File: config.mk
export PLATFORM = sky130hd
export DESIGN_NAME = bsc_fifo
export DESIGN_NICKNAME = d
export VERILOG_FILES = /design/src/rtl/bsc_pkg.sv /design/src/rtl/bsc_fifo.sv
export SDC_FILE = /design/constraint.sdc
export NUM_CORES = 1
export LEC_CHECK = 0
export BUFFER_PORTS_ARGS = -buffer_cell sky130_fd_sc_hd__buf_2
export CAP_MARGIN = 20
export CORE_MARGIN = 4
export CORE_UTILIZATION = 51
export DETAILED_ROUTE_END_ITERATION = 12
export GPL_TIMING_DRIVEN = 0
export PLACE_DENSITY = 0.86
export SLEW_MARGIN = 20
export SYNTH_ARGS = -nofsm -noshare
export SYNTH_HDL_FRONTEND = slang
export SYNTH_SLANG_ARGS = --single-unit
File: constraint.sdc
create_clock -name clk -period 2.7 [get_ports clk]
set_input_delay 0.27 -clock clk [delete_from_list [all_inputs] [get_ports clk]]
set_output_delay 0.27 -clock clk [all_outputs]
set_load 0.01 [all_outputs]
File: src/rtl/bsc_pkg.sv
`timescale 1ns / 1ps
`default_nettype none

package bsc_pkg;

  // Configuration port.
  localparam int CFG_IDX_W  = 3;
  localparam int CFG_DATA_W = 24;

  localparam logic [CFG_IDX_W-1:0] CFG_C0_C1 = CFG_IDX_W'(0);
  localparam logic [CFG_IDX_W-1:0] CFG_C00   = CFG_IDX_W'(1);
  localparam logic [CFG_IDX_W-1:0] CFG_C10   = CFG_IDX_W'(2);
  localparam logic [CFG_IDX_W-1:0] CFG_C01   = CFG_IDX_W'(3);
  localparam logic [CFG_IDX_W-1:0] CFG_C11   = CFG_IDX_W'(4);
  localparam logic [CFG_IDX_W-1:0] CFG_C20   = CFG_IDX_W'(5);
  localparam logic [CFG_IDX_W-1:0] CFG_C21   = CFG_IDX_W'(6);
  localparam logic [CFG_IDX_W-1:0] CFG_C30   = CFG_IDX_W'(7);

  // Stream payloads.
  localparam int RAW_W      = 24;
  localparam int IN_DATA_W  = 48;
  localparam int TEMP_W     = 25;
  localparam int PRES_W     = 32;
  localparam int OUT_DATA_W = 64;
  localparam int OUT_PAD_W  = OUT_DATA_W - TEMP_W - PRES_W;

  // Queue between the front end and the arithmetic engine (power of two).
  localparam int FIFO_DEPTH = 4;
  localparam int FIFO_AW    = $clog2(FIFO_DEPTH);

  typedef struct packed {
    logic signed [11:0] c0;
    logic signed [11:0] c1;
    logic signed [19:0] c00;
    logic signed [19:0] c10;
    logic signed [15:0] c01;
    logic signed [15:0] c11;
    logic signed [15:0] c20;
    logic signed [15:0] c21;
    logic signed [15:0] c30;
  } bsc_coef_t;

  // One classified sample: raw temperature, scaled pressure (Q30) and the
  // finished temperature result.
  typedef struct packed {
    logic signed [RAW_W-1:0]  traw;
    logic signed [31:0]       psc;
    logic signed [TEMP_W-1:0] tout;
  } bsc_item_t;

endpackage

`default_nettype wire

File: src/rtl/bsc_fifo.sv
`timescale 1ns / 1ps
`default_nettype none

module bsc_fifo (
  input  wire                      clk,
  input  wire                      rst_n,
  input  wire                      push_valid,
  output logic                     push_ready,
  input  wire bsc_pkg::bsc_item_t  push_item,
  output logic                     pop_valid,
  input  wire                      pop,
  output bsc_pkg::bsc_item_t       pop_item
);
  import bsc_pkg::*;

  localparam int CNT_W = FIFO_AW + 1;

  bsc_item_t          mem_r [FIFO_DEPTH];
  logic [FIFO_AW-1:0] wptr_r;
  logic [FIFO_AW-1:0] rptr_r;
  logic [CNT_W-1:0]   count_r;

  logic do_push;
  logic do_pop;

  assign push_ready = (count_r < CNT_W'(FIFO_DEPTH));
  assign pop_valid  = (count_r != '0);
  assign do_push    = push_valid && push_ready;
  assign do_pop     = pop && pop_valid;
  assign pop_item   = mem_r[rptr_r];

  always_ff @(posedge clk) begin
    if (!rst_n) begin
      wptr_r  <= '0;
      rptr_r  <= '0;
      count_r <= '0;
    end else begin
      if (do_push) begin
        wptr_r <= wptr_r + 1'b1;
      end
      if (do_pop) begin
        rptr_r <= rptr_r + 1'b1;
      end
      case ({do_push, do_pop})
        2'b10:   count_r <= count_r + 1'b1;
        2'b01:   count_r <= count_r - 1'b1;
        default: count_r <= count_r;
      endcase
    end
  end

  always_ff @(posedge clk) begin
    if (do_push) begin
      mem_r[wptr_r] <= push_item;
    end
  end

endmodule

`default_nettype wire

# After elaboration in Yosys (flattened, before gate mapping)

Memories as Yosys holds them, arrays and structs flattened. A register that Yosys moved wholly into a read port is not among the register bits.
Index checks and enable logic that the tools add are counted.

Bits in writable memories: 324
Memories: 1
Output and inout bits: 83
Register bits: 7

Memory list:

| name  | depth | width | read ports | clocked after memory_dff | wr ports | RTL line       | RTL |
|---|---|---|---|---|---|---|---|
| mem_r | 4     | 81    | 1          | 1                        | 1        | bsc_fifo.sv:18 | `bsc_item_t mem_r [FIFO_DEPTH];` |

Add/subtract/negate cells: 4
Magnitude comparators: 1
Multiplexer cells: 5
Equal/unequal tests: 2
Reduce and logical (&&, ||, !) cells: 4

Operators with widths:

| operator                                                           | count |
|---|---|
| 3-bit case mux with 2 select lines                                 | 1 |
| 2-bit by 1-bit adder with 2-bit output, second input constant      | 2 |
| 2-bit 2-to-1 mux                                                   | 2 |
| 3-bit by 1-bit adder with 3-bit output, second input constant      | 1 |
| 3-bit < comparator, second input constant                          | 1 |
| 3-bit nonzero test                                                 | 1 |
| 3-bit by 1-bit subtractor with 3-bit output, second input constant | 1 |
| 2-bit by 1-bit == test with 1-bit output, second input constant    | 1 |
| 2-bit == test, second input constant                               | 1 |
| 1-bit logical AND                                                  | 2 |
| 1-bit 2-to-1 mux                                                   | 2 |
| 2-bit nonzero test                                                 | 1 |

# Logic depth before layout (Yosys ltp)

Depth in word-level cells: 4
Depth in mapped cells: 9

# Least setup slack after synthesis

OpenSTA, ideal clock, no wires.

Kind: reg-to-reg
Start: register count_r[2]
End: memory mem_r[0][0] (netlist name) (enable)
Setup time: 0.448 ns
Cell stages (with the launch flop): 4
Arrival: 2.491 ns
Period minus slack after synthesis: 2.940 ns
Slack: -0.240 ns
Cells stage by stage: dfxtp_1 > nor2b_1 > buf_2 > and2_1

Longest elaborated chain between the ends: 4

RTL lines:

| item                                   | RTL line       | RTL |
|---|---|---|
| start: declaration                     | bsc_fifo.sv:21 | `logic [CNT_W-1:0] count_r;` |
| start signal: assignment               | bsc_fifo.sv:45 | `2'b10: count_r <= count_r + 1'b1;` |
| start signal: assignment               | bsc_fifo.sv:46 | `2'b01: count_r <= count_r - 1'b1;` |
| start signal: assignment               | bsc_fifo.sv:47 | `default: count_r <= count_r;` |
| 3-bit < comparator                     | bsc_fifo.sv:26 | `assign push_ready = (count_r < CNT_W'(FIFO_DEPTH));` |
| 1-bit logical AND                      | bsc_fifo.sv:28 | `assign do_push = push_valid && push_ready;` |
| 1-bit 2-to-1 mux                       | bsc_fifo.sv:53 | `if (do_push) begin` |
| 1-bit 2-to-1 mux (not written as such) | bsc_fifo.sv:54 | `mem_r[wptr_r] <= push_item;` |
| end: declaration                       | bsc_fifo.sv:18 |  |

Every way passes these cells.

==> summary.md <==
* **result of the run** completed
* **Post-CTS Setup Bufs** 0
* **worst setup timing slack at the placement stage** 606 ps
* **sequential area share after synthesis** 0.809
* **power density relative to cell area** 958 nW/µm²
* **final critical-path share of the clock period** 0.930
* **Vias/cell** 5.38
* **peak clock frequency supported by timing** 0.398 GHz
* **fin crit period** 2510 ps
* **maximum number of pins on one net before global-route repair** 48
* **clock-pin slew on the worst setup and hold paths** 60 ps
* **area of the die** 26500 µm²
* **via count of the first global-routing pass** 6454
* **CP max stage cell** sky130_fd_sc_hd__clkbuf_1
* **worst setup skew after layout** 12.0 ps
* **die span in y** 163 µm
* **Post-Synthesis Net Count** 563
* **Critical Path Fanout Max** 10
* **H-tree depth reported by CTS** 2
* **post-detail-place hpwl** 14200 µm
* **required time at the worst-slack endpoint** 2430 ps
* **initial standard-cell utilization of the core** 0.520
* **met3 track demand over resource** 0.0357
* **nets** 851
* **cell-by-cell listing of the critical path** clkbuf_1 -> buf_2 -> mux4_2 -> buf_2
* **initial antenna violation count** 1
* **path class of the lowest-slack min-delay path** input pin to flip-flop
* **RSZ-0062 raised after global routing** no
* **vias after detailed routing** 5941
* **filler cell count** 1488
* **io pins** 168
* **Root Buffer** sky130_fd_sc_hd__clkbuf_16
* **TritonCTS clock tree** yes
* **fraction of final layout cells sized beyond drive strength 1** 0.411
* **kind of critical path** flip-flop to primary output
* **Setup crit start kind** flip-flop
* **Die X** 163 µm
* **WP data arrival** 2240 ps
* **TritonCTS Buffers** 35
* **Synth Area per Inst** 25.9 µm²
* **final core utilization** 0.658
* **met1 usage in global routing** 0.235
* **final hold violation count** 0
* **smallest setup slack after layout** 188 ps
* **aggregate global-route resource usage** 0.185
* **Total Power Consumption** 14.8 mW
* **number of violations reported at the end of detailed-routing iteration 0** 412
* **Post-Route Setup TNS** 0 ps
* **longest individual stage delay on the worst path** 500 ps
* **global route overflow** 0
* **YS warnings** 0
* **Cell variety after synth** 22
* **area inside the core boundary** 23500 µm²
* **VDD IR-drop max** 0.974 mV
* **grt met2 use** 0.328
* **CP most frequent cell** sky130_fd_sc_hd__buf_2
* **remaining antenna violation count** 0
* **number of cells produced by synthesis** 472
* **worst hold stages** 1
* **routability congestion estimate** 0.738
* **area added between synthesis and finish** 26.6%
* **commonest cells after routing, fill and taps aside** sky130_fd_sc_hd__edfxtp_1 (324), sky130_fd_sc_hd__buf_2 (176), sky130_fd_sc_hd__mux4_2 (81)
* **CTS max path bufs** 3
* **clk sinks** 333
* **number of detailed-route iterations in the first pass** 4
* **Slew Limit Headroom** 0.487
* **Routed WL per cell** 21.8 µm
* **flip-flop and latch count after synthesis** 333
* **DRC violation count after routing** 0
* **Most Crowded Layer GR** met2
* **max-cap violations** 0
* **type of destination of the critical path** primary output
* **Post-Synthesis Cell Area** 12200 µm²
* **Worst-Skew Late Latency** 500 ps
* **std cell rows** 56
* **post-route worst hold slack** 27.3 ps
* **Worst Max-Slew Pin Slew** 770 ps
* **Final Routed Wirelength** 24100 µm
* **total setup violations reported at the end of the flow** 0
* **leakage power** 5.30 nW
* **wire length of the first global-routing pass** 37400 µm
* **quantity of I/O buffers inserted on ports** 167
* **number of cells upsized or downsized after cts** 0
* **number of slew-limit violations in the final report** 0
* **worst reg2reg path depth** 9
* **CTS Hold Bufs** 80
* **most common library cell in the layout ignoring fill and taps** sky130_fd_sc_hd__edfxtp_1
## per-layer routing
| metal | vias up | share of wire |
|---|---|---|
| li1 | 2594 | - |
| met1 | 3079 | 0.38 |
| met2 | 227 | 0.54 |
| met3 | 41 | 0.063 |
| met4 | 0 | 0.019 |
| met5 | - | 0 |
## power by group
part / total (mW) / leakage [nW] / internal [mW] / switching [mW]
clock network: 4.69 / 0.558 / 2.87 / 1.82
logic: 3.65 / 1.69 / 1.83 / 1.83
registers: 6.51 / 3.05 / 6.35 / 0.161
## metrics by stage
stage                     cell area (µm²)  cells
final                               15500   1104
after global placement              13500    958
after CTS                           15500   1103
after global routing                15500   1104
after floorplan                     12200    472
after detailed placement            13600    962
## flip-flops by register name (all words and copies together) (netlist names), named ones only
name,flops
mem_r,324
wptr_r,2
rptr_r,2
count_r,3
## path summary, 6_finish.rpt
| path | to | slack (ps) | start |
|---|---|---|---|
| worst max-delay path | pop_item[79] | 190 | flip-flop |
| worst min-delay path | mem_r[1][11]$_DFFE_PP_ | 30 | push_item[11] |
| worst max register to register | count_r[2]$_SDFFE_PN0P_ | 600 | count_r[2]$_SDFFE_PN0P_ |
| worst min register to register | count_r[2]$_SDFFE_PN0P_ | 570 | count_r[2]$_SDFFE_PN0P_ |
## worst max-delay path: cells and delay by family, from the launching register on
family                 cells  cell delay, ps
buffers and inverters      3            1080
muxes                      1             360
DFF                        1             300
## cells in the mapped netlist
master / instances / area (µm²)
sky130_fd_sc_hd__o21ai_0: 2 / 10.0
sky130_fd_sc_hd__inv_1: 7 / 26.3
sky130_fd_sc_hd__dfxtp_1: 9 / 180
sky130_fd_sc_hd__nand3_1: 1 / 5.00
sky130_fd_sc_hd__buf_12: 8 / 160
sky130_fd_sc_hd__o31a_1: 1 / 8.76
sky130_fd_sc_hd__mux2i_1: 1 / 10.0
sky130_fd_sc_hd__xnor2_1: 4 / 35.0
sky130_fd_sc_hd__nor2b_1: 4 / 25.0
sky130_fd_sc_hd__clkbuf_1: 1 / 3.75
sky130_fd_sc_hd__or3_1: 1 / 6.26
sky130_fd_sc_hd__a21boi_0: 1 / 7.51
sky130_fd_sc_hd__buf_2: 9 / 45.0
sky130_fd_sc_hd__xor2_1: 1 / 8.76
sky130_fd_sc_hd__o311ai_1: 1 / 8.76
sky130_fd_sc_hd__buf_6: 1 / 11.3
sky130_fd_sc_hd__mux4_2: 81 / 1820
sky130_fd_sc_hd__edfxtp_1: 324 / 9730
sky130_fd_sc_hd__nand2_1: 1 / 3.75
sky130_fd_sc_hd__fa_1: 1 / 20.0
sky130_fd_sc_hd__ha_1: 5 / 62.6
sky130_fd_sc_hd__and2_1: 8 / 50.1
## cells by family (layout without fill, tap and decap cells)
logic type,count (synthesis),after routing,share of synthesized area
multiplexers,82,82,0.150
flip-flops,333,333,0.809
buffers and inverters,26,338,0.0201
AND/OR/NAND/NOR,15,15,0.00736
adder cells (fa/ha/maj),6,6,0.00675
XOR/XNOR,5,5,0.00358
AO/OA/AOI/OAI,5,5,0.00286
other,0,1,0
## final cells by class
| class | count | area, µm² | share of cell area |
|---|---|---|---|
| Buffer | 19 | 220 | 0.0142 |
| Inverter | 7 | 26.3 | 0.00170 |
| Antenna cell | 1 | 2.50 | 0.000161 |
| Clock inverter | 17 | 178 | 0.0115 |
| Sequential cell | 333 | 9910 | 0.639 |
| Clock buffer | 44 | 952 | 0.0614 |
| Multi-Input combinational cell | 113 | 2100 | 0.135 |
| Tap cell | 319 | 399 | 0.0258 |
| Timing Repair Buffer | 251 | 1720 | 0.111 |
Power figures use the tool's default switching activity.
