--- src/rtl/bsc_pkg.sv ---
`timescale 1ns / 1ps
`default_nettype none

package bsc_pkg;

  // Configuration port.
  localparam int CFG_IDX_W  = 3;
  localparam int CFG_DATA_W = 24;

  localparam logic [CFG_IDX_W-1:0] CFG_C0_C1 = CFG_IDX_W'(0);
  localparam logic [CFG_IDX_W-1:0] CFG_C00   = CFG_IDX_W'(1);
  localparam logic [CFG_IDX_W-1:0] CFG_C10   = CFG_IDX_W'(2);
  localparam logic [CFG_IDX_W-1:0] CFG_C01   = CFG_IDX_W'(3);
  localparam logic [CFG_IDX_W-1:0] CFG_C11   = CFG_IDX_W'(4);
  localparam logic [CFG_IDX_W-1:0] CFG_C20   = CFG_IDX_W'(5);
  localparam logic [CFG_IDX_W-1:0] CFG_C21   = CFG_IDX_W'(6);
  localparam logic [CFG_IDX_W-1:0] CFG_C30   = CFG_IDX_W'(7);

  // Stream payloads.
  localparam int RAW_W      = 24;
  localparam int IN_DATA_W  = 48;
  localparam int TEMP_W     = 25;
  localparam int PRES_W     = 32;
  localparam int OUT_DATA_W = 64;
  localparam int OUT_PAD_W  = OUT_DATA_W - TEMP_W - PRES_W;

  // Queue between the front end and the arithmetic engine (power of two).
  localparam int FIFO_DEPTH = 4;
  localparam int FIFO_AW    = $clog2(FIFO_DEPTH);

  typedef struct packed {
    logic signed [11:0] c0;
    logic signed [11:0] c1;
    logic signed [19:0] c00;
    logic signed [19:0] c10;
    logic signed [15:0] c01;
    logic signed [15:0] c11;
    logic signed [15:0] c20;
    logic signed [15:0] c21;
    logic signed [15:0] c30;
  } bsc_coef_t;

  // One classified sample: raw temperature, scaled pressure (Q30) and the
  // finished temperature result.
  typedef struct packed {
    logic signed [RAW_W-1:0]  traw;
    logic signed [31:0]       psc;
    logic signed [TEMP_W-1:0] tout;
  } bsc_item_t;

endpackage

`default_nettype wire

--- src/rtl/bsc_back.sv ---
`timescale 1ns / 1ps
`default_nettype none

module bsc_back (
  input  wire                           clk,
  input  wire                           rst_n,
  input  wire bsc_pkg::bsc_coef_t       coef,
  input  wire                           item_valid,
  output logic                          item_pop,
  input  wire bsc_pkg::bsc_item_t       item,
  output logic                          out_tvalid,
  input  wire                           out_tready,
  output logic [bsc_pkg::OUT_DATA_W-1:0] out_tdata
);
  import bsc_pkg::*;

  localparam int ACC_W  = 88;
  localparam int PROD_W = 62;
  localparam int STEP_W = 4;
  localparam logic [STEP_W-1:0] LAST_STEP = STEP_W'(14);

  // Multiplier operand selects.
  localparam logic [1:0] A_PSC  = 2'd0;
  localparam logic [1:0] A_TRAW = 2'd1;
  localparam logic [1:0] A_QLO  = 2'd2;
  localparam logic [1:0] A_QHI  = 2'd3;

  localparam logic [3:0] B_C30      = 4'd0;
  localparam logic [3:0] B_TRAW     = 4'd1;
  localparam logic [3:0] B_C21      = 4'd2;
  localparam logic [3:0] B_C01      = 4'd3;
  localparam logic [3:0] B_INNER_LO = 4'd4;
  localparam logic [3:0] B_INNER_HI = 4'd5;
  localparam logic [3:0] B_MID_LO   = 4'd6;
  localparam logic [3:0] B_MID_HI   = 4'd7;
  localparam logic [3:0] B_W_LO     = 4'd8;
  localparam logic [3:0] B_W_HI     = 4'd9;

  // Partial product alignment.
  localparam logic [2:0] SH_0  = 3'd0;
  localparam logic [2:0] SH_11 = 3'd1;
  localparam logic [2:0] SH_28 = 3'd2;
  localparam logic [2:0] SH_32 = 3'd3;
  localparam logic [2:0] SH_60 = 3'd4;

  // Result scaling.
  localparam logic [1:0] RS_0  = 2'd0;
  localparam logic [1:0] RS_19 = 2'd1;
  localparam logic [1:0] RS_30 = 2'd2;

  // Accumulator preload.
  localparam logic [2:0] INIT_ZERO = 3'd0;
  localparam logic [2:0] INIT_C20  = 3'd1;
  localparam logic [2:0] INIT_C10  = 3'd2;
  localparam logic [2:0] INIT_C11  = 3'd3;
  localparam logic [2:0] INIT_C00  = 3'd4;

  // Result destinations.
  localparam logic [2:0] D_NONE  = 3'd0;
  localparam logic [2:0] D_INNER = 3'd1;
  localparam logic [2:0] D_Q     = 3'd2;
  localparam logic [2:0] D_MID   = 3'd3;
  localparam logic [2:0] D_W     = 3'd4;
  localparam logic [2:0] D_PADD  = 3'd5;

  typedef struct packed {
    logic       vld;
    logic       first;
    logic       last;
    logic [2:0] sh;
    logic [2:0] init;
    logic [1:0] rs;
    logic [2:0] dest;
  } mac_ctl_t;

  typedef struct packed {
    logic [1:0] a_sel;
    logic [3:0] b_sel;
    mac_ctl_t   ctl;
  } step_t;

  function automatic step_t mk_step(input logic [1:0] a_sel, input logic [3:0] b_sel,
                                    input logic [2:0] sh, input logic first,
                                    input logic last, input logic [2:0] init,
                                    input logic [1:0] rs, input logic [2:0] dest);
    step_t s;
    s.a_sel     = a_sel;
    s.b_sel     = b_sel;
    s.ctl.vld   = 1'b1;
    s.ctl.first = first;
    s.ctl.last  = last;
    s.ctl.sh    = sh;
    s.ctl.init  = init;
    s.ctl.rs    = rs;
    s.ctl.dest  = dest;
    return s;
  endfunction

  logic                     busy_r;
  logic [STEP_W-1:0]        step_r;
  logic signed [31:0]       psc_r;
  logic signed [RAW_W-1:0]  traw_r;
  logic signed [TEMP_W-1:0] tout_r;
  logic signed [47:0]       inner_r;
  logic signed [35:0]       q_r;
  logic signed [55:0]       mid_r;
  logic signed [47:0]       w_r;
  logic signed [55:0]       psum_r;
  logic signed [55:0]       term_r;
  logic                     term_vld_r;
  logic signed [PROD_W-1:0] prod_r;
  mac_ctl_t                 ctl_r;
  logic signed [ACC_W-1:0]  acc_r;
  logic                     out_valid_r;
  logic [TEMP_W-1:0]        out_temp_r;
  logic [PRES_W-1:0]        out_pres_r;

  step_t                    cur;
  logic signed [32:0]       a_op;
  logic signed [28:0]       b_op;
  logic signed [ACC_W-1:0]  prod_ext;
  logic signed [ACC_W-1:0]  addend;
  logic signed [ACC_W-1:0]  init_val;
  logic signed [ACC_W-1:0]  acc_nxt;
  logic signed [ACC_W-1:0]  acc_shr;
  logic                     out_free;
  logic                     finishing;
  logic                     start;

  assign out_free  = !out_valid_r || out_tready;
  assign finishing = busy_r && (step_r == LAST_STEP) && out_free;
  assign start     = item_valid && (!busy_r || finishing);
  assign item_pop  = start;

  // Schedule of the pressure polynomial. A step's product is registered, then
  // summed by the accumulator into its destination register before a later step reads it.
  always_comb begin
    cur = '0;
    case (step_r)
      4'd0:  cur = mk_step(A_PSC, B_C30, SH_0, 1'b1, 1'b1, INIT_C20, RS_0, D_INNER);
      4'd1:  cur = mk_step(A_PSC, B_TRAW, SH_0, 1'b1, 1'b1, INIT_ZERO, RS_19, D_Q);
      4'd2:  cur = mk_step(A_PSC, B_INNER_LO, SH_0, 1'b1, 1'b0, INIT_C10, RS_0, D_NONE);
      4'd3:  cur = mk_step(A_PSC, B_INNER_HI, SH_28, 1'b0, 1'b1, INIT_ZERO, RS_30, D_MID);
      4'd4:  cur = mk_step(A_PSC, B_C21, SH_0, 1'b1, 1'b1, INIT_C11, RS_0, D_W);
      4'd5:  cur = mk_step(A_PSC, B_MID_LO, SH_0, 1'b1, 1'b0, INIT_C00, RS_0, D_NONE);
      4'd6:  cur = mk_step(A_PSC, B_MID_HI, SH_28, 1'b0, 1'b1, INIT_ZERO, RS_30, D_PADD);
      4'd7:  cur = mk_step(A_TRAW, B_C01, SH_11, 1'b1, 1'b1, INIT_ZERO, RS_0, D_PADD);
      4'd8:  cur = mk_step(A_QLO, B_W_LO, SH_0, 1'b1, 1'b0, INIT_ZERO, RS_0, D_NONE);
      4'd9:  cur = mk_step(A_QHI, B_W_LO, SH_32, 1'b0, 1'b0, INIT_ZERO, RS_0, D_NONE);
      4'd10: cur = mk_step(A_QLO, B_W_HI, SH_28, 1'b0, 1'b0, INIT_ZERO, RS_0, D_NONE);
      4'd11: cur = mk_step(A_QHI, B_W_HI, SH_60, 1'b0, 1'b1, INIT_ZERO, RS_30, D_PADD);
      default: cur = '0;
    endcase
    if (!busy_r) begin
      cur.ctl.vld = 1'b0;
    end
  end

  always_comb begin
    case (cur.a_sel)
      A_PSC:   a_op = 33'(psc_r);
      A_TRAW:  a_op = 33'(traw_r);
      A_QLO:   a_op = {1'b0, q_r[31:0]};
      A_QHI:   a_op = 33'($signed(q_r[35:32]));
      default: a_op = '0;
    endcase
    case (cur.b_sel)
      B_C30:      b_op = 29'(coef.c30);
      B_TRAW:     b_op = 29'(traw_r);
      B_C21:      b_op = 29'(coef.c21);
      B_C01:      b_op = 29'(coef.c01);
      B_INNER_LO: b_op = {1'b0, inner_r[27:0]};
      B_INNER_HI: b_op = 29'($signed(inner_r[47:28]));
      B_MID_LO:   b_op = {1'b0, mid_r[27:0]};
      B_MID_HI:   b_op = 29'($signed(mid_r[55:28]));
      B_W_LO:     b_op = {1'b0, w_r[27:0]};
      B_W_HI:     b_op = 29'($signed(w_r[47:28]));
      default:    b_op = '0;
    endcase
  end

  // Sums run modulo 2^88; every finished value is known to fit, so the
  // wrapped high parts of the shifted partial products cancel out.
  always_comb begin
    prod_ext = ACC_W'(prod_r);
    case (ctl_r.sh)
      SH_0:    addend = prod_ext;
      SH_11:   addend = prod_ext <<< 11;
      SH_28:   addend = prod_ext <<< 28;
      SH_32:   addend = prod_ext <<< 32;
      SH_60:   addend = prod_ext <<< 60;
      default: addend = prod_ext;
    endcase
    case (ctl_r.init)
      INIT_C20: init_val = ACC_W'(coef.c20) <<< 30;
      INIT_C10: init_val = ACC_W'(coef.c10) <<< 60;
      INIT_C11: init_val = ACC_W'(coef.c11) <<< 30;
      INIT_C00: init_val = ACC_W'(coef.c00) <<< 60;
      default:  init_val = '0;
    endcase
    acc_nxt = (ctl_r.first ? init_val : acc_r) + addend;
    case (ctl_r.rs)
      RS_19:   acc_shr = acc_nxt >>> 19;
      RS_30:   acc_shr = acc_nxt >>> 30;
      default: acc_shr = acc_nxt;
    endcase
  end

  always_ff @(posedge clk) begin
    if (!rst_n) begin
      busy_r      <= 1'b0;
      step_r      <= '0;
      ctl_r       <= '0;
      term_vld_r  <= 1'b0;
      out_valid_r <= 1'b0;
    end else begin
      if (start) begin
        busy_r <= 1'b1;
        step_r <= '0;
      end else if (finishing) begin
        busy_r <= 1'b0;
      end else if (busy_r && (step_r != LAST_STEP)) begin
        step_r <= step_r + 1'b1;
      end
      ctl_r      <= cur.ctl;
      term_vld_r <= ctl_r.vld && ctl_r.last && (ctl_r.dest == D_PADD);
      if (finishing) begin
        out_valid_r <= 1'b1;
      end else if (out_tready) begin
        out_valid_r <= 1'b0;
      end
    end
  end

  always_ff @(posedge clk) begin
    if (start) begin
      psc_r  <= item.psc;
      traw_r <= item.traw;
      tout_r <= item.tout;
    end
    prod_r <= PROD_W'(a_op) * PROD_W'(b_op);
    if (ctl_r.vld) begin
      acc_r <= acc_nxt;
    end
    if (ctl_r.vld && ctl_r.last) begin
      case (ctl_r.dest)
        D_INNER: inner_r <= acc_shr[47:0];
        D_Q:     q_r     <= acc_shr[35:0];
        D_MID:   mid_r   <= acc_shr[55:0];
        D_W:     w_r     <= acc_shr[47:0];
        default: ;
      endcase
    end
    term_r <= acc_shr[55:0];
    if (start) begin
      psum_r <= '0;
    end else if (term_vld_r) begin
      psum_r <= psum_r + term_r;
    end
    // The terms of the sum stay below 2^52 in magnitude, so the pressure
    // always lies inside the 32-bit range; bits [55:24] are taken without saturation.
    if (finishing) begin
      out_temp_r <= tout_r;
      out_pres_r <= psum_r[55:24];
    end
  end

  assign out_tvalid = out_valid_r;
  assign out_tdata  = {OUT_PAD_W'(0), out_pres_r, out_temp_r};

endmodule

`default_nettype wire

--- config.mk ---
export PLATFORM = sky130hd
export DESIGN_NAME = bsc_back
export DESIGN_NICKNAME = d
export VERILOG_FILES = /design/src/rtl/bsc_pkg.sv /design/src/rtl/bsc_back.sv
export SDC_FILE = /design/constraint.sdc
export NUM_CORES = 2
export LEC_CHECK = 0
export ABC_AREA = 1
export BUFFER_PORTS_ARGS = -buffer_cell sky130_fd_sc_hd__buf_2
export CORE_MARGIN = 2
export CORE_UTILIZATION = 55
export CTS_BUF_LIST = sky130_fd_sc_hd__clkbuf_4
export DETAILED_ROUTE_END_ITERATION = 12
export PLACE_DENSITY = 0.85
export SLEW_MARGIN = 20
export SYNTH_ARGS = -nofsm -noshare
export SYNTH_HDL_FRONTEND = slang
export SYNTH_SLANG_ARGS = --single-unit
--- constraint.sdc ---
create_clock -name clk -period 7.79 [get_ports clk]
set_input_delay 0 -clock clk [delete_from_list [all_inputs] [get_ports clk]]
set_output_delay 0 -clock clk [all_outputs]
set_load 0.02 [all_outputs]
==> results of run 1 <==
cells in the mapped netlist, types with 6 or more instances:
library cell,instances
a211oi_1,6
a21boi_0,7
a21o_1,19
a21oi_1,300
a221oi_1,53
a221oi_2,13
a22o_1,14
a22oi_1,15
a31oi_1,58
and2_1,35
buf_1,20
buf_2,140
buf_4,22
buf_6,9
clkbuf_1,102
clkinv_1,7
dfxtp_1,214
edfxtp_1,412
fa_1,1011
ha_1,329
inv_1,2471
inv_2,58
nand2_1,2653
nand2_2,8
nand3_1,266
nand3b_1,15
nand4_1,53
nor2_1,682
nor2_2,17
nor2_4,6
nor3_1,46
nor3_2,7
nor4_1,13
o2111ai_1,6
o2111ai_2,13
o211ai_1,14
o21a_1,10
o21ai_0,260
o21bai_1,22
o22ai_1,65
xnor2_1,33
xor2_1,93
xor2_2,7
timing repair:
| item | 4_1_cts |
|---|---|
| gates cloned | 13 |
| setup buffers | 122 |
| endpoints found under the hold margin | 279 |
| gates resized for setup | 588 |
| hold buffers | 218 |
| pin swaps | 228 |
| setup endpoints to repair | 45 |
stage by stage:
step	std cells	TNS (ps)	cell area (sq um)
2_1_floorplan	9657	0	74100
3_3_place_gp	12100	-15890	82400
3_5_place_dp	12100	-21030	82400
4_1_cts	12700	-3530	90500
per-layer routing:
metal | global-route usage, % | overflow
met1 | 65.0 | 5
met2 | 81.8 | 9
met3 | 41.1 | 0
met4 | 51.3 | 2
met5 | 33.5 | 0
cell families after synthesis:
group	after synthesis	share of synthesized area [%]
DFF	626	22.5
and+or+nand+nor	3824	20.7
buffers and inverters	2831	14.8
xor gates and xnor gates	133	1.65
adders and majority gates	1340	32.9
AOI/OAI and AO/OA	896	7.44
other	1	0.00507
==> impl_metrics.py, run 1 <==
metrics = {
    "yosys": {
        "synth-async-reset-ratio_pct": 0,
        "synthesis.area_per_instance_sq_um": 7.67,
        "postSynthCellCount": 9651,
        "ys_ff_latch": 626,
        "post-synth-top-area-fraction_pct": 27.3,
        "netlist_area_sq_mm": 0.0740,
        "synth_largest_area_cell": "fa_1",
        "netlist_top_cells_area": "fa_1 (27%), edfxtp_1 (17%), nand2_1 (13%)",
        "postSynth.topFlopCell": "edfxtp_1",
        "synthesis.yosys.warnings": 0,
        "synth.yosys.seq_area_share_pct": 22.5,
        "yosysUniqueCellTypes": 67,
        "synth_edf_count": 412,
    },
    "floorplan": {
        "initial_cell_density_of_the_core_pct": 55.5,
        "fp.dieW_um": 371,
        "io_pins": 295,
        "rows": 134,
        "chipHeight_um": 371,
    },
    "grt": {
        "globalRoute.totalOverflow": 16,
        "pin_count_of_the_biggest_net_entering_global_routing": 70,
        "number_of_antenna_violations_at_the_first_check_in_global_routing": 85,
        "grt_usage_pct": 61.8,
    },
    "placement": {
        "post-dp-hpwl_um": 251000,
        "pre_cts_ws_ps": -718,
        "port-buffer-count": 263,
        "gpl.final_weighted_congestion": 1.06,
    },
    "status": {
        "error_line": "[ERROR GRT-0232] Routing congestion too high. Check the congestion heatmap in the GUI.",
        "last-stage-reached": "global routing (5_1_grt)",
        "status": "stopped before the end",
    },
    "cts": {
        "h-tree-depth": 4,
        "cts-root-buf": "clkbuf_4",
        "cts_buffers": 177,
        "clock_path_buffers": 3,
        "total_number_of_clock_tree_sinks": 626,
    },
    "sta": {
        "crit_endpoint": "prod_r[60]$_DFF_P_/D",
        "timing.worst_endpoint.kind": "register data pin",
    },
}
==> run 2: changes to the inputs <==
Settings changed: CORE_UTILIZATION 55 to 40, CTS_BUF_LIST sky130_fd_sc_hd__clkbuf_4 to unset, PLACE_DENSITY 0.85 to unset, PLACE_DENSITY_LB_ADDON set to 0.15.
Clock period 7.79 ns to 10.1 ns, I/O delays scaled along.
==> run 2 against run 1 <==
Compared with the run above: the run now ends clean; synthesized cell count is the same; area after synthesis is the same.
==> impl_metrics.py, run 2 <==
metrics = {
    "status": {
        "status": "finished, final reports clean",
    },
    "worst_setup_path": {
        "critPathCaptureType": "register",
        "crit_type": "reg2reg",
        "cpMaxStageDelayCell": "nor2_4",
        "path_common_cell": "fa_1",
        "crit_path_max_fanout": 28,
        "worst-endpoint-required_ps": 10660,
        "critPathMaxStageDelay_ps": 750,
        "worstPathArrival_ps": 10040,
        "start_kind": "register",
    },
    "grt": {
        "pin_count_of_the_biggest_net_entering_global_routing": 59,
        "number_of_antenna_violations_at_the_first_check_in_global_routing": 31,
        "grt_pass1_wl_um": 424000,
        "vias_in_the_first_global_route": 65100,
        "globalRoute.totalOverflow": 0,
        "grt_usage_pct": 30.8,
    },
    "yosys": {
        "postSynth.topFlopCell": "edfxtp_1",
        "synth_largest_area_cell": "fa_1",
        "yosysUniqueCellTypes": 67,
        "synth_edf_count": 412,
        "synthMostInstantiatedCell": "nand2_1",
        "synth.cells.most_frequent": "nand2_1 (2653), inv_1 (2471), fa_1 (1011)",
        "ys_ff_latch": 626,
        "synth.yosys.seq_area_share_pct": 22.5,
        "netlist_area_sq_mm": 0.0740,
        "synthesis.area_per_instance_sq_um": 7.67,
        "synthesis.yosys.warnings": 0,
        "post-synth-top-area-fraction_pct": 27.3,
        "synth-async-reset-ratio_pct": 0,
        "netlist_top_cells_area": "fa_1 (27%), edfxtp_1 (17%), nand2_1 (13%)",
        "postSynthCellCount": 9651,
    },
    "cts": {
        "clk_pin_slew_worst_paths_ps": 70,
        "cts_buffers": 75,
        "cts-root-buf": "clkbuf_16",
        "h-tree-depth": 3,
        "cts_tree": "yes",
        "insertion_delay_ps": 710,
        "total_number_of_clock_tree_sinks": 626,
        "clock_path_buffers": 3,
    },
    "detailed_routing": {
        "drt.antenna.violating_nets": 0,
        "first_pass_iters": 6,
        "detail_route.wl_per_cell_um": 22.8,
        "vias_per_inst": 5.07,
        "drt_iter0_drc": 5589,
        "drc": 0,
        "finalWirelength_um": 287000,
        "vias": 63900,
    },
    "floorplan": {
        "die_area_sq_mm": 0.188,
        "area_of_the_core_sq_mm": 0.183,
        "fp.dieW_um": 434,
        "rows": 157,
        "io_pins": 295,
        "chipHeight_um": 434,
        "initial_cell_density_of_the_core_pct": 40.3,
    },
    "placement": {
        "post-dp-hpwl_um": 242000,
        "port-buffer-count": 263,
        "gpl.final_weighted_congestion": 1.02,
        "dpl_cells": 12300,
    },
    "finish": {
        "most-common-layout-cells": "nand2_1 (2653), inv_1 (2469), fa_1 (1011), nor2_1 (674), edfxtp_1 (412)",
        "finalCoreUtilization_pct": 45.3,
        "finish.net_count": 11600,
        "layout.cells.most_common": "nand2_1",
        "biggestRegsByFlops": "acc_r x86, prod_r x62",
        "final.fill_count": 18700,
        "largest_register": "acc_r",
        "fin_cells": 12600,
        "drive_above_1_share_pct": 7.97,
        "areaGrowthSynthToFinish_pct": 12.3,
        "largest_reg_flops": 86,
    },
    "sta": {
        "post-route-period-util_pct": 93.9,
        "timing.fmax_mhz": 105,
        "fin_crit_ps": 9490,
        "setup_viol": 0,
        "worst-slew-pin-transition_ps": 1200,
        "setup-tns-final_ps": 0,
        "hold_viol": 0,
        "worst_slew_margin_relative_to_its_limit_pct": 19.1,
        "hold_slack_ps": 23.6,
        "count_of_final_max_slew_check_failures": 0,
        "skew_ps": 70.0,
        "unrepaired_setup_endpoints_after_global_routing": "no",
    },
    "min_path": {
        "worst_hold_path_type": "in2reg",
    },
    "run": {
        "timing.max_cap.violations": 0,
    },
}
## run 2: cell counts after synthesis
Identical to the previous run, type by type.
## run 2: path summary, 6_finish.rpt
| path | startpoint | to | slack [ps] | depth (start not counted) |
|---|---|---|---|---|
| max reg2reg | cur[17] | prod_r[44] | 610 | 33 |
| max | cur[17] | prod_r[44] | 610 | 33 |
| min | item[44] | psc_r[19] | 20 | 2 |
| min reg2reg | cur[4] | ctl_r[4] | 410 | 2 |
## run 2: final cells by class
class / instances / area, sq um / share of cell area, %
Multi-Input combinational cell: 6200 / 46700 / 56.2
Clock inverter: 45 / 603 / 0.725
Timing Repair Buffer: 629 / 4520 / 5.44
Sequential cell: 626 / 16700 / 20.0
Clock buffer: 93 / 2000 / 2.40
Antenna cell: 7 / 17.5 / 0.0211
Tap cell: 2464 / 3080 / 3.71
Inverter: 2538 / 9530 / 11.5
## run 2: cells by family (layout without fill, tap and decap cells)
group,count (synthesis),after routing,synth area share (%)
buffers and inverters,2831,3305,14.8
and+or+nand+nor,3824,3824,20.7
DFF,626,626,22.5
adders and majority gates,1340,1340,32.9
AOI/OAI and AO/OA,896,896,7.44
xor gates and xnor gates,133,133,1.65
other,1,14,0.00507
## run 2: worst max-delay path, delay by kind of cell (launching register included)
family | cells | cell delay [ps]
AOI/OAI and AO/OA | 2 | 310
xor gates and xnor gates | 1 | 250
adders and majority gates | 9 | 4240
buffers and inverters | 10 | 1290
DFF | 1 | 480
and+or+nand+nor | 11 | 2730
## run 2: layer usage
metal	wire, um	vias to the layer above	track usage [%]
li1	-	29600	-
met1	123000	31800	41.1
met2	134000	2093	50.4
met3	17100	418	3.90
met4	13600	2	12.8
met5	7	-	0
## run 2: metrics by stage
| step | setup WS (ps) | area [sq um] |
|---|---|---|
| CTS | 652 | 83100 |
| floorplan | 2030 | 74000 |
| global route | 71.0 | 83100 |
| detailed placement | 724 | 79200 |
| global placement | 750 | 79200 |
| finish | 612 | 83100 |
## run 2: what timing repair did
| item | in CTS | in global routing |
|---|---|---|
| buffers inserted | 0 | 0 |
| hold buffers | 133 | 0 |
| gates resized for setup | 0 | 2 |
| hold endpoints to repair | 129 | 0 |
| setup endpoints to repair | 0 | 22 |
Power of run 2 is not shown: default switching activity piles up to over one toggle a cycle in this logic, so the estimate is an artifact.
