--- src/rtl/bsc_pkg.sv ---
`timescale 1ns / 1ps
`default_nettype none

package bsc_pkg;

  // Configuration port.
  localparam int CFG_IDX_W  = 3;
  localparam int CFG_DATA_W = 24;

  localparam logic [CFG_IDX_W-1:0] CFG_C0_C1 = CFG_IDX_W'(0);
  localparam logic [CFG_IDX_W-1:0] CFG_C00   = CFG_IDX_W'(1);
  localparam logic [CFG_IDX_W-1:0] CFG_C10   = CFG_IDX_W'(2);
  localparam logic [CFG_IDX_W-1:0] CFG_C01   = CFG_IDX_W'(3);
  localparam logic [CFG_IDX_W-1:0] CFG_C11   = CFG_IDX_W'(4);
  localparam logic [CFG_IDX_W-1:0] CFG_C20   = CFG_IDX_W'(5);
  localparam logic [CFG_IDX_W-1:0] CFG_C21   = CFG_IDX_W'(6);
  localparam logic [CFG_IDX_W-1:0] CFG_C30   = CFG_IDX_W'(7);

  // Stream payloads.
  localparam int RAW_W      = 24;
  localparam int IN_DATA_W  = 48;
  localparam int TEMP_W     = 25;
  localparam int PRES_W     = 32;
  localparam int OUT_DATA_W = 64;
  localparam int OUT_PAD_W  = OUT_DATA_W - TEMP_W - PRES_W;

  // Queue between the front end and the arithmetic engine (power of two).
  localparam int FIFO_DEPTH = 4;
  localparam int FIFO_AW    = $clog2(FIFO_DEPTH);

  typedef struct packed {
    logic signed [11:0] c0;
    logic signed [11:0] c1;
    logic signed [19:0] c00;
    logic signed [19:0] c10;
    logic signed [15:0] c01;
    logic signed [15:0] c11;
    logic signed [15:0] c20;
    logic signed [15:0] c21;
    logic signed [15:0] c30;
  } bsc_coef_t;

  // One classified sample: raw temperature, scaled pressure (Q30) and the
  // finished temperature result.
  typedef struct packed {
    logic signed [RAW_W-1:0]  traw;
    logic signed [31:0]       psc;
    logic signed [TEMP_W-1:0] tout;
  } bsc_item_t;

endpackage

`default_nettype wire

--- src/rtl/bsc_front.sv ---
`timescale 1ns / 1ps
`default_nettype none

module bsc_front (
  input  wire                                 clk,
  input  wire                                 rst_n,
  input  wire bsc_pkg::bsc_coef_t             coef,
  input  wire                                 in_tvalid,
  output logic                                in_tready,
  input  wire [bsc_pkg::IN_DATA_W-1:0]        in_tdata,
  output logic                                item_valid,
  input  wire                                 item_ready,
  output bsc_pkg::bsc_item_t                  item
);
  import bsc_pkg::*;

  localparam logic [24:0] POFFSET = 25'd15728640;  // 15 * 2^20
  localparam logic [25:0] RECIP15 = 26'd35791394;  // floor(2^29 / 15)
  localparam logic [31:0] QBIAS   = 32'd1048576;   // 2^20

  // floor(2048 * b / 15) for a remainder b of a division by 15.
  function automatic logic [10:0] frac_tab(input logic [3:0] b);
    case (b)
      4'd0:    frac_tab = 11'd0;
      4'd1:    frac_tab = 11'd136;
      4'd2:    frac_tab = 11'd273;
      4'd3:    frac_tab = 11'd409;
      4'd4:    frac_tab = 11'd546;
      4'd5:    frac_tab = 11'd682;
      4'd6:    frac_tab = 11'd819;
      4'd7:    frac_tab = 11'd955;
      4'd8:    frac_tab = 11'd1092;
      4'd9:    frac_tab = 11'd1228;
      4'd10:   frac_tab = 11'd1365;
      4'd11:   frac_tab = 11'd1501;
      4'd12:   frac_tab = 11'd1638;
      4'd13:   frac_tab = 11'd1774;
      4'd14:   frac_tab = 11'd1911;
      default: frac_tab = 11'd0;
    endcase
  endfunction

  logic                    s1_vld_r;
  logic signed [RAW_W-1:0] s1_praw_r;
  logic signed [RAW_W-1:0] s1_traw_r;
  logic                    s2_vld_r;
  logic [24:0]             s2_pofs_r;
  logic [20:0]             s2_qest_r;
  logic signed [35:0]      s2_tprod_r;
  logic signed [RAW_W-1:0] s2_traw_r;

  logic              ready1;
  logic              ready2;
  logic [24:0]       pofs;
  logic [50:0]       qprod;
  logic signed [35:0] tprod;
  logic [24:0]       qx15;
  logic [24:0]       rem;
  logic              fix;
  logic [20:0]       qfix;
  logic [3:0]        rem_b;
  logic [31:0]       psc_bits;
  logic signed [36:0] tsum;

  assign ready2    = !s2_vld_r || item_ready;
  assign ready1    = !s1_vld_r || ready2;
  assign in_tready = ready1;

  // Biasing the reading by 15 * 2^20 makes it positive, so the division by
  // 15 becomes an unsigned reciprocal multiply that is at most one low.
  assign pofs  = 25'($signed(s1_praw_r)) + POFFSET;
  assign qprod = 51'(pofs) * 51'(RECIP15);
  assign tprod = 36'(s1_traw_r) * 36'(coef.c1);

  assign qx15  = {s2_qest_r, 4'b0000} - {4'b0000, s2_qest_r};
  assign rem   = s2_pofs_r - qx15;
  assign fix   = (rem >= 25'd15);
  assign qfix  = s2_qest_r + 21'(fix);
  assign rem_b = fix ? 4'(rem - 25'd15) : rem[3:0];

  // psc = 2048 * floor(praw / 15) + floor(2048 * (praw mod 15) / 15)
  assign psc_bits = ((32'(qfix) - QBIAS) << 11) + 32'(frac_tab(rem_b));

  // temperature_out = floor((c0 * 2^18 + c1 * traw) / 2^11)
  assign tsum = (37'(coef.c0) <<< 18) + 37'(s2_tprod_r);

  assign item_valid = s2_vld_r;
  assign item.traw  = s2_traw_r;
  assign item.psc   = psc_bits;
  assign item.tout  = tsum[35:11];

  always_ff @(posedge clk) begin
    if (!rst_n) begin
      s1_vld_r <= 1'b0;
      s2_vld_r <= 1'b0;
    end else begin
      if (ready1) begin
        s1_vld_r <= in_tvalid;
      end
      if (ready2) begin
        s2_vld_r <= s1_vld_r;
      end
    end
  end

  always_ff @(posedge clk) begin
    if (ready1 && in_tvalid) begin
      s1_praw_r <= in_tdata[RAW_W-1:0];
      s1_traw_r <= in_tdata[2*RAW_W-1:RAW_W];
    end
    if (ready2 && s1_vld_r) begin
      s2_pofs_r  <= pofs;
      s2_qest_r  <= qprod[49:29];
      s2_tprod_r <= tprod;
      s2_traw_r  <= s1_traw_r;
    end
  end

endmodule

`default_nettype wire

--- config.mk ---
export PLATFORM = sky130hd
export DESIGN_NAME = bsc_front
export DESIGN_NICKNAME = d
export VERILOG_FILES = /design/src/rtl/bsc_pkg.sv /design/src/rtl/bsc_front.sv
export SDC_FILE = /design/constraint.sdc
export NUM_CORES = 1
export LEC_CHECK = 0
export BUFFER_PORTS_ARGS = -buffer_cell sky130_fd_sc_hd__buf_4
export CORE_ASPECT_RATIO = 2
export CORE_MARGIN = 2
export CORE_UTILIZATION = 60
export CTS_BUF_LIST = sky130_fd_sc_hd__clkbuf_8
export DETAILED_ROUTE_END_ITERATION = 7
export GPL_TIMING_DRIVEN = 1
export PLACE_DENSITY = 0.82
export RECOVER_POWER = 100
export SETUP_SLACK_MARGIN = 0.05
export SYNTH_ARGS = -nofsm -noshare
export SYNTH_HDL_FRONTEND = slang
export SYNTH_SLANG_ARGS = --single-unit
export TNS_END_PERCENT = 100
--- constraint.sdc ---
create_clock -name clk -period 6.5 [get_ports clk]
set_clock_uncertainty 0.15 [all_clocks]
set_input_delay 0.325 -clock clk [delete_from_list [all_inputs] [get_ports clk]]
set_output_delay 0.325 -clock clk [all_outputs]
set_load 0.1 [all_outputs]
* Word-level counts from Yosys, hierarchy flattened
Memory sizes are Yosys's and may differ from the RTL's. Index checks and enable logic that the tools add are counted.
Cells by class: $add $sub $neg 8, multipliers 2, $lt $le $gt $ge 1, reductions and logical operators 6, multiplexer cells 1
Operator list (number):
- multiplier 25 x 25 -> 49 bit, second input constant | 1
- adder 30 x 36 -> 36 bit | 1
- multiplier 24 x 12 -> 36 bit | 1
- adder 32 x 11 -> 32 bit | 1
- adder 25 x 24 -> 25 bit, second input constant | 1
- greater-or-equal comparator 25 x 4 -> 1 bit, second input constant | 1
- subtractor 25 x 21 -> 25 bit | 1
- subtractor 25 bit | 1
- adder 21 x 1 -> 21 bit | 1
- subtractor 21 bit, second input constant | 1
- 2-to-1 mux 4 bit | 1
- subtractor 4 bit, second input constant | 1
- logical AND 1 bit | 2
- logical NOT 1 bit | 2
- logical OR 1 bit | 2
Storage, ports and cells: register bits 156, memories 1, output and inout bits 83, input port bits 196, word-level logic and storage cells 27, ROM bits 176
Memories:
- (name not given) | words 16, bits a word 11, rd ports 1, clocked after Yosys merged registers in 0, write ports 0, line bsc_front.sv:23 | case (b)

* Depth between registers and ports, before layout
Gate-level depths: netlist (run 1).
depth in word-level cells 6, gate-level depth with buffers 24, gate-level depth less buffers 24

* Worst setup path before layout (run 1)
OpenSTA, ideal clock, no wires.
path type register to output, start point register s2_qest_r[5], end point output port item[56] in the netlist's numbering, buffers on the path 0, data arrival time 6.184 ns, cell stages (with the launch flop) 21, required time 6.025 ns, setup slack -0.159 ns, cells stage by stage edfxtp_1 > inv_1 > fa_1 > inv_1 > ha_1 > a21o_2 > a221o_1 > a21oi_1 > o31ai_1 > a21o_1 > a21oi_2 > mux2i_2 > or4b_4 > ha_1 > nand4_1 > nor2_1 > nand4_1 > nor4_1 > and3_1 > nand3_1 > xnor2_1
RTL lines:
- from (decl) | line bsc_front.sv:48 | logic [20:0] s2_qest_r;
- from (signal assigned) | line bsc_front.sv:113 | s2_qest_r <= qprod[49:29];
- to (decl) | line bsc_front.sv:13 | output bsc_pkg::bsc_item_t item

* Worst setup path in the final report (run 1)
start point register s1_traw_r[4], end point register s2_tprod_r[32], data pin
Between the ends: cells in the longest elaborated chain, start to end 1
RTL lines:
- from (decl) | line bsc_front.sv:45 | logic signed [RAW_W-1:0] s1_traw_r;
- from (signal assigned) | line bsc_front.sv:109 | s1_traw_r <= in_tdata[2*RAW_W-1:RAW_W];
- multiplier 24 x 12 -> 36 bit | line bsc_front.sv:73 | assign tprod = 36'(s1_traw_r) * 36'(coef.c1);
- named net tprod[32] | line bsc_front.sv:56 | logic signed [35:0] tprod;
- to (signal assigned) | line bsc_front.sv:114 | s2_tprod_r <= tprod;
- to (decl) | line bsc_front.sv:49 | logic signed [35:0] s2_tprod_r;
The timed path passes the listed nets, and every way through them passes these cells. A chain may end at the register's enable or synchronous reset.

==> impl_metrics.tcl, run 1 <==
set metrics [dict create \
    worstSetupStartpointType "register" \
    syn_nets 3068 \
    htreeDepth 4 \
    antenna_left 0 \
    grt_pass1_vias 19060 \
    vias_per_cell 5.734 \
    utilization_pct 70.59 \
    critical_path_class "register to register" \
    r2r_start "s1_traw_r[4]$_DFFE_PP_" \
    grt_pass1_wl_um 93560 \
    arrival_ns 6.47 \
    rr_worst_depth 20 \
    synthToLayoutAreaGrowth_pct 15.69 \
    async_flop_share_pct 0 \
    port_buffers 158 \
    busiest_layer "met2" \
    drcViolationCount 0 \
    drt-initial-drc-count 802 \
    synth_area_per_cell_um2 10.03 \
    ios 279 \
    reg2reg_slack_ns 0.17 \
    cts_buffer_depth 2 \
    synthTopCellsByCount "533 x inv_1, 352 x fa_1, 298 x ha_1" \
    yosysWarningCount 0 \
    synth_seq_cells 145 \
    setup_viol 0 \
    ys_seq_area_share_pct 19.44 \
    num_vias 17050 \
    met3_usage_pct 4.652 \
    grt-ovfl-total 0 \
    crit_end "s2_tprod_r[32]$_DFFE_PP_" \
    clock_sinks 145 \
    grtUsageTotal_pct 31.68 \
    dieWidth_um 140.3 \
    gr-usage-met2_pct 60.72 \
    cp.required_ns 6.63 \
    wirelength_um 59990 \
    fin_setup_tns_ns 0 \
    cp_max_fo 7 \
    final_max_slew_viol_count 0 \
    end_kind "register" \
    crit_path_frequent_cell "fa_1" \
    die_area_um2 38810 \
    yosysMostFrequentCell "inv_1" \
    detail_route.wl_per_cell_um 20.18 \
    synthCells 2222 \
    cts_buffers 17 \
    nets 3351 \
    hold_violations 0 \
    clk_pin_slew_ns 0.09 \
    fmax_mhz 157.9 \
    status "finished clean" \
    grt_max_degree 75 \
    drv_cap 0 \
    period_share_pct 97.44 \
    netlist_top_cells_area "fa_1 32%, edfxtp_1 19%, ha_1 17%, inv_1 9.0%, nand2_1 3.6%" \
    cp_slowest_cell "edfxtp_1" \
    critPathMaxStageDelay_ns 0.59 \
    timing.rr.end "s2_tprod_r[32]$_DFFE_PP_" \
    slew_headroom_pct 32.24 \
    crit_chain "and2_1 -> fa_1 -> fa_1 -> fa_1 -> fa_1 -> inv_1 -> fa_1 -> inv_1 -> ha_1 -> and3_1 -> and2_1 -> o21a_1 -> a31o_4 -> a21o_1 -> a21oi_2 -> o22ai_1 -> o21a_1 -> o21ai_1 -> nand2b_1 -> xnor2_1" \
    hpwl_um 47640 \
    ys_types 75 \
    synthDominantCellAreaShare_pct 31.60 \
    initial_core_util_pct 61.02 \
    num_rows 99 \
    synth_area_um2 22300 \
    clk_latency_ns 0.52 \
    globalplace.congestion 0.9850 \
    worst_pin_slew_ns 1.016 \
    yosys.area.top_type "fa_1" \
    synth_edf_count 143 \
    cts_tree "yes" \
    rsz0062_at_grt "yes" \
    root_buffer "clkbuf_8" \
    layout-drive-gt1-share_pct 14.06 \
    setup.worst_path.start "s1_traw_r[4]$_DFFE_PP_" \
    antenna_found_initial 1 \
    met1_usage_pct 28.73 \
    die_h_um 276.6 \
    hold_path_class "primary input to register" \
    core_um2 36540 \
    dr.pass1.iters 6 \
    synth_ff_type "edfxtp_1" \
    fin_crit_ns 6.334 \
]
placed cells by master (no fill, tap or decap), types with 6 or more instances in the layout:
master,netlist,layout
nor3_1,21,20
o21bai_1,7,7
a211oi_1,7,6
nand3_1,23,21
edfxtp_1,143,143
ha_1,298,287
nand4_1,21,21
clkbuf_8,2,17
fa_1,352,352
inv_1,533,531
o21ai_0,33,32
o211ai_1,7,7
ha_4,0,8
nand2_1,215,214
and3_1,8,7
buf_4,15,210
clkbuf_1,49,22
nor4_1,7,6
dlygate4sd3_1,0,50
xnor2_1,74,71
a21oi_1,56,52
and2_1,84,82
nor2_1,75,74
a21o_1,33,33
xor2_1,24,24
nor2b_1,17,16
clkbuf_4,0,44
nand2b_1,12,12
o21a_1,19,19
logic make-up (layout without fill, tap and decap cells):
family / Yosys count / after routing / share of synthesized area, %
adder cells (fa/ha/maj): 650 / 650 / 48.33
buffers and inverters: 601 / 897 / 10.47
AND/OR/NAND/NOR: 503 / 503 / 10.89
AO/OA/AOI/OAI: 220 / 220 / 6.784
flip-flops: 145 / 145 / 19.44
XOR/XNOR: 98 / 98 / 3.849
multiplexers: 5 / 5 / 0.2469
other: 0 / 1 / 0
area by class of cell:
type / count / area [µm²]
clock buffer: 17 / 234.0
inverter: 533 / 2001
antenna: 1 / 2.502
tap: 454 / 568.0
multi-input combinational: 1476 / 15920
sequential: 145 / 4334
fill: 2576 / 10750
clock inverter: 15 / 148.9
timing repair buffer: 332 / 2584
per-layer routing:
metal / wire, µm / share of wire [%]
met5: 0 / 0
met4: 5462 / 9.1
met3: 3099 / 5.2
met2: 33440 / 56
met1: 17980 / 30
worst max-delay path, delay by kind of cell, from the launching register on:
| kind | cells | cell delay [ns] |
|---|---|---|
| fa+ha+maj | 6 | 3.00 |
| compound gates | 7 | 1.39 |
| simple gates | 4 | 0.71 |
| flops | 1 | 0.59 |
| buf+inv | 2 | 0.13 |
| xor+xnor | 1 | 0.12 |
how the worst min path moves through the flow:
stage	from	to	slack (ns)	cells after the start
after detailed placement	in_tdata[13]	s1_praw_r[13]$_DFFE_PP_	0.35	1
after CTS	item_ready	item_valid$_SDFFE_PN0P_	0.01	3
after global routing	item_ready	item_valid$_SDFFE_PN0P_	0.04	3
after global placement	in_tdata[14]	s1_praw_r[14]$_DFFE_PP_	0.35	1
final	item_ready	item_valid$_SDFFE_PN0P_	0.03	3
after floorplan	in_tdata[0]	s1_praw_r[0]$_DFFE_PP_	0.27	0
sequential cells by signal, summed over array words and instances (netlist names):
register	count
s2_pofs_r	25
s1_traw_r	24
s2_qest_r	21
s2_traw_r	24
item_valid	1
s1_praw_r	24
s2_tprod_r	25
s1_vld_r	1
through the flow:
stage | setup WS [ns] | instances | instance area (µm²) | hold slack (ns)
2_1_floorplan | 0.05507 | 2222 | 22320 | 0.2739
3_3_place_gp | 0.09287 | 2845 | 24340 | 0.3529
3_5_place_dp | -0.0003277 | 2845 | 24340 | 0.3545
4_1_cts | 0.04468 | 2942 | 25410 | 0.01297
5_1_grt | 0.0001106 | 2973 | 25800 | 0.03538
6_report | 0.1665 | 2973 | 25800 | 0.03405
timing repair:
action / in CTS / in global routing
hold endpoints to repair: 50 / 0
endpoints found under the setup margin: 11 / 19
pin swaps: 1 / 18
setup buffers: 15 / 30
gates resized for setup: 11 / 43
hold buffers: 50 / 0
Power of run 1 is not shown: default switching activity piles up to over one toggle a cycle in this logic, so the estimate is an artifact.
==> inputs of run 2 (changes only) <==
--- a/config.mk
+++ b/config.mk
@@ -6,4 +6,5 @@
 export NUM_CORES = 1
 export LEC_CHECK = 0
+export ABC_AREA = 1
 export BUFFER_PORTS_ARGS = -buffer_cell sky130_fd_sc_hd__buf_4
 export CORE_ASPECT_RATIO = 2
==> constraint.sdc (replaced) <==
create_clock -name clk -period 6.5 [get_ports clk]
set_clock_uncertainty 0.15 [all_clocks]
set_input_delay 1.3 -clock clk [delete_from_list [all_inputs] [get_ports clk]]
set_output_delay 1.3 -clock clk [all_outputs]
set_load 0.1 [all_outputs]
==> run 2 against run 1 <==
  * The flow now finishes with violations (max-capacitance violations, max-slew violations)
  * Via count up 15%
  * Synthesized area increased by 8.3%
  * Critical path type is now register to primary output
  * Sequential cell count unchanged
  * Register-to-register slack gained 0.37 ns
  * Critical path depth increased by 5
  * Final cell count up 23%
  * Largest cell class unchanged
  * Worst hold slack better by 0.35 ns
  * Core utilization down 1.7 points
  * Global-route usage is 1.8 points lower
  * Non-clock buffer count shrank 27
  * Setup slack worse by 0.14 ns
==> impl_metrics.tcl, run 2 <==
set metrics [dict create \
    synth_ff_type "edfxtp_1" \
    clk_pin_slew_ns 0.08 \
    synthCells 2855 \
    final_max_slew_viol_count 89 \
    die_area_um2 41970 \
    ys_seq_area_share_pct 17.95 \
    cts_tree "yes" \
    final_common_cell "inv_1" \
    drv_cap 2 \
    hold_violations 0 \
    grtUsageTotal_pct 29.87 \
    grt_max_degree 58 \
    initial_core_util_pct 60.45 \
    clk_latency_ns 0.51 \
    grt_pass1_wl_um 99330 \
    period_share_pct 99.59 \
    critical_path_class "register to primary output" \
    cp_slowest_cell "fa_1" \
    synthToLayoutAreaGrowth_pct 14.02 \
    worst_pin_slew_ns 2.395 \
    dieWidth_um 145.9 \
    yosysWarningCount 0 \
    netlist_top_cells_area "fa_1 29%, edfxtp_1 18%, ha_1 15%, inv_1 12%, nand2_1 9.1%" \
    antenna_found_initial 2 \
    synth_edf_count 143 \
    cts_buffers 17 \
    ios 279 \
    antenna_left 0 \
    yosys.area.top_type "fa_1" \
    num_rows 104 \
    crit_path_frequent_cell "nand2_1" \
    synthDominantCellAreaShare_pct 29.18 \
    globalplace.congestion 0.9564 \
    slew_headroom_pct -59.66 \
    layout-drive-gt1-share_pct 12.56 \
    dr.pass1.iters 5 \
    worstSetupStartpointType "register" \
    num_vias 19640 \
    ys_types 50 \
    cp.required_ns 5.05 \
    fillers 3103 \
    violations "max-capacitance violations, max-slew violations" \
    hold_path_class "register to register" \
    fmax_mhz 154.5 \
    setup_viol 0 \
    synth_area_um2 24150 \
    fin_ws_ns 0.02650 \
    drt-initial-drc-count 1044 \
    hpwl_um 50040 \
    grt-ovfl-total 0 \
    wirelength_um 60830 \
    cts_buffer_depth 2 \
    core_um2 39950 \
    die_h_um 287.7 \
    port_buffers 158 \
    htreeDepth 4 \
    syn_nets 3701 \
    rsz0062_at_grt "yes" \
    synthTopCellsByCount "759 x inv_1, 584 x nand2_1, 352 x fa_1" \
    arrival_ns 5.02 \
    nets 3963 \
    drcViolationCount 0 \
    synth_area_per_cell_um2 8.459 \
    clock_sinks 145 \
    end_kind "primary output" \
    detail_route.wl_per_cell_um 16.62 \
    yosysMostFrequentCell "inv_1" \
    fin_crit_ns 6.473 \
    post-place-ws_ns -0.1154 \
    synth_seq_cells 145 \
    async_flop_share_pct 0 \
    final_cell_mix "743 x inv_1, 553 x nand2_1, 352 x fa_1" \
    status "finished, violations left" \
    cp_max_fo 5 \
    critPathMaxStageDelay_ns 0.56 \
    vias_per_cell 5.365 \
    grt_pass1_vias 20850 \
    root_buffer "clkbuf_8" \
    top_regs "s2_pofs_r: 25 flops, s2_tprod_r: 25 flops" \
]
## run 2: cell count changes after synthesis, moves of 43 or more
cell	delta
and2_1	-84
nand3_1	+43
nor2_1	+75
nand2_1	+369
a21oi_1	+75
xnor2_1	-45
inv_1	+226
## run 2: timing repair
| item | CTS | global route |
|---|---|---|
| gates resized for setup | 96 | 37 |
| pin swaps | 24 | 28 |
| setup endpoints to repair | 13 | 14 |
| setup buffers | 29 | 6 |
| hold buffers | 0 | 0 |
## run 2: per-layer routing
metal,vias up,track usage [%],share of wire (%)
li1,9225,-,-
met3,191,4.120,6.2
met1,9473,35.50,38
met5,-,0,0.026
met2,752,53.31,51
met4,2,14.22,4.5
## run 2: worst max-delay path: cells and delay by family (launching register included)
family,cells,cell delay [ns]
AO/OA/AOI/OAI,1,0.26
XOR/XNOR,1,0.21
adder cells (fa/ha/maj),3,1.06
buffers and inverters,4,0.43
flip-flops,1,0.43
AND/OR/NAND/NOR,16,2.11
## run 2: cell families (layout without fill, tap and decap cells)
group                      after synthesis  count (layout)  share of synthesized area [%]
other                                    0               1                              0
adders and majority gates              650             650                          44.62
xor gates and xnor gates                93              93                          3.404
buffers and inverters                  822            1097                          12.99
DFF                                    145             145                          17.95
AOI/OAI and AO/OA                      252             252                          5.787
and+or+nand+nor                        893             893                          15.25
## run 2: path summary, 6_finish.rpt
kind              slack (ns)                 endpoint  cells past startpoint                     from
setup / recovery        0.03                 item[53]                     25   s2_qest_r[6]$_DFFE_PP_
hold / removal          0.38  item_valid$_SDFFE_PN0P_                      2    s1_vld_r$_SDFFE_PN0N_
setup reg to reg        0.54  s2_qest_r[19]$_DFFE_PP_                     20  s1_praw_r[20]$_DFFE_PP_
hold reg to reg         0.38  item_valid$_SDFFE_PN0P_                      2    s1_vld_r$_SDFFE_PN0N_
## run 2: per-stage QoR
| step | instance area [µm²] | instances | util, % | TNS [ns] | hold slack (ns) |
|---|---|---|---|---|---|
| after floorplan | 24180 | 2855 | - | 0 | 0.2744 |
| after global placement | 26610 | 3593 | 66.62 | -0.1115 | 0.3679 |
| after detailed placement | 26610 | 3593 | 66.62 | -0.3192 | 0.3785 |
| after CTS | 27690 | 3654 | 69.30 | 0 | 0.3911 |
| after global routing | 27540 | 3661 | 68.93 | -0.6153 | 0.4041 |
| final | 27540 | 3661 | 68.93 | 0 | 0.3835 |
## run 2: layout make-up
cell class | count | area, µm² | area share, %
Inverter | 760 | 2853 | 10.36
Clock inverter | 13 | 183.9 | 0.6679
Timing Repair Buffer | 305 | 2044 | 7.425
Multi-Input combinational cell | 1888 | 17190 | 62.44
Antenna cell | 1 | 2.502 | 0.009088
Tap cell | 530 | 663.1 | 2.408
Sequential cell | 145 | 4334 | 15.74
Clock buffer | 19 | 261.5 | 0.9497
Power of run 2 is left out for the same reason.
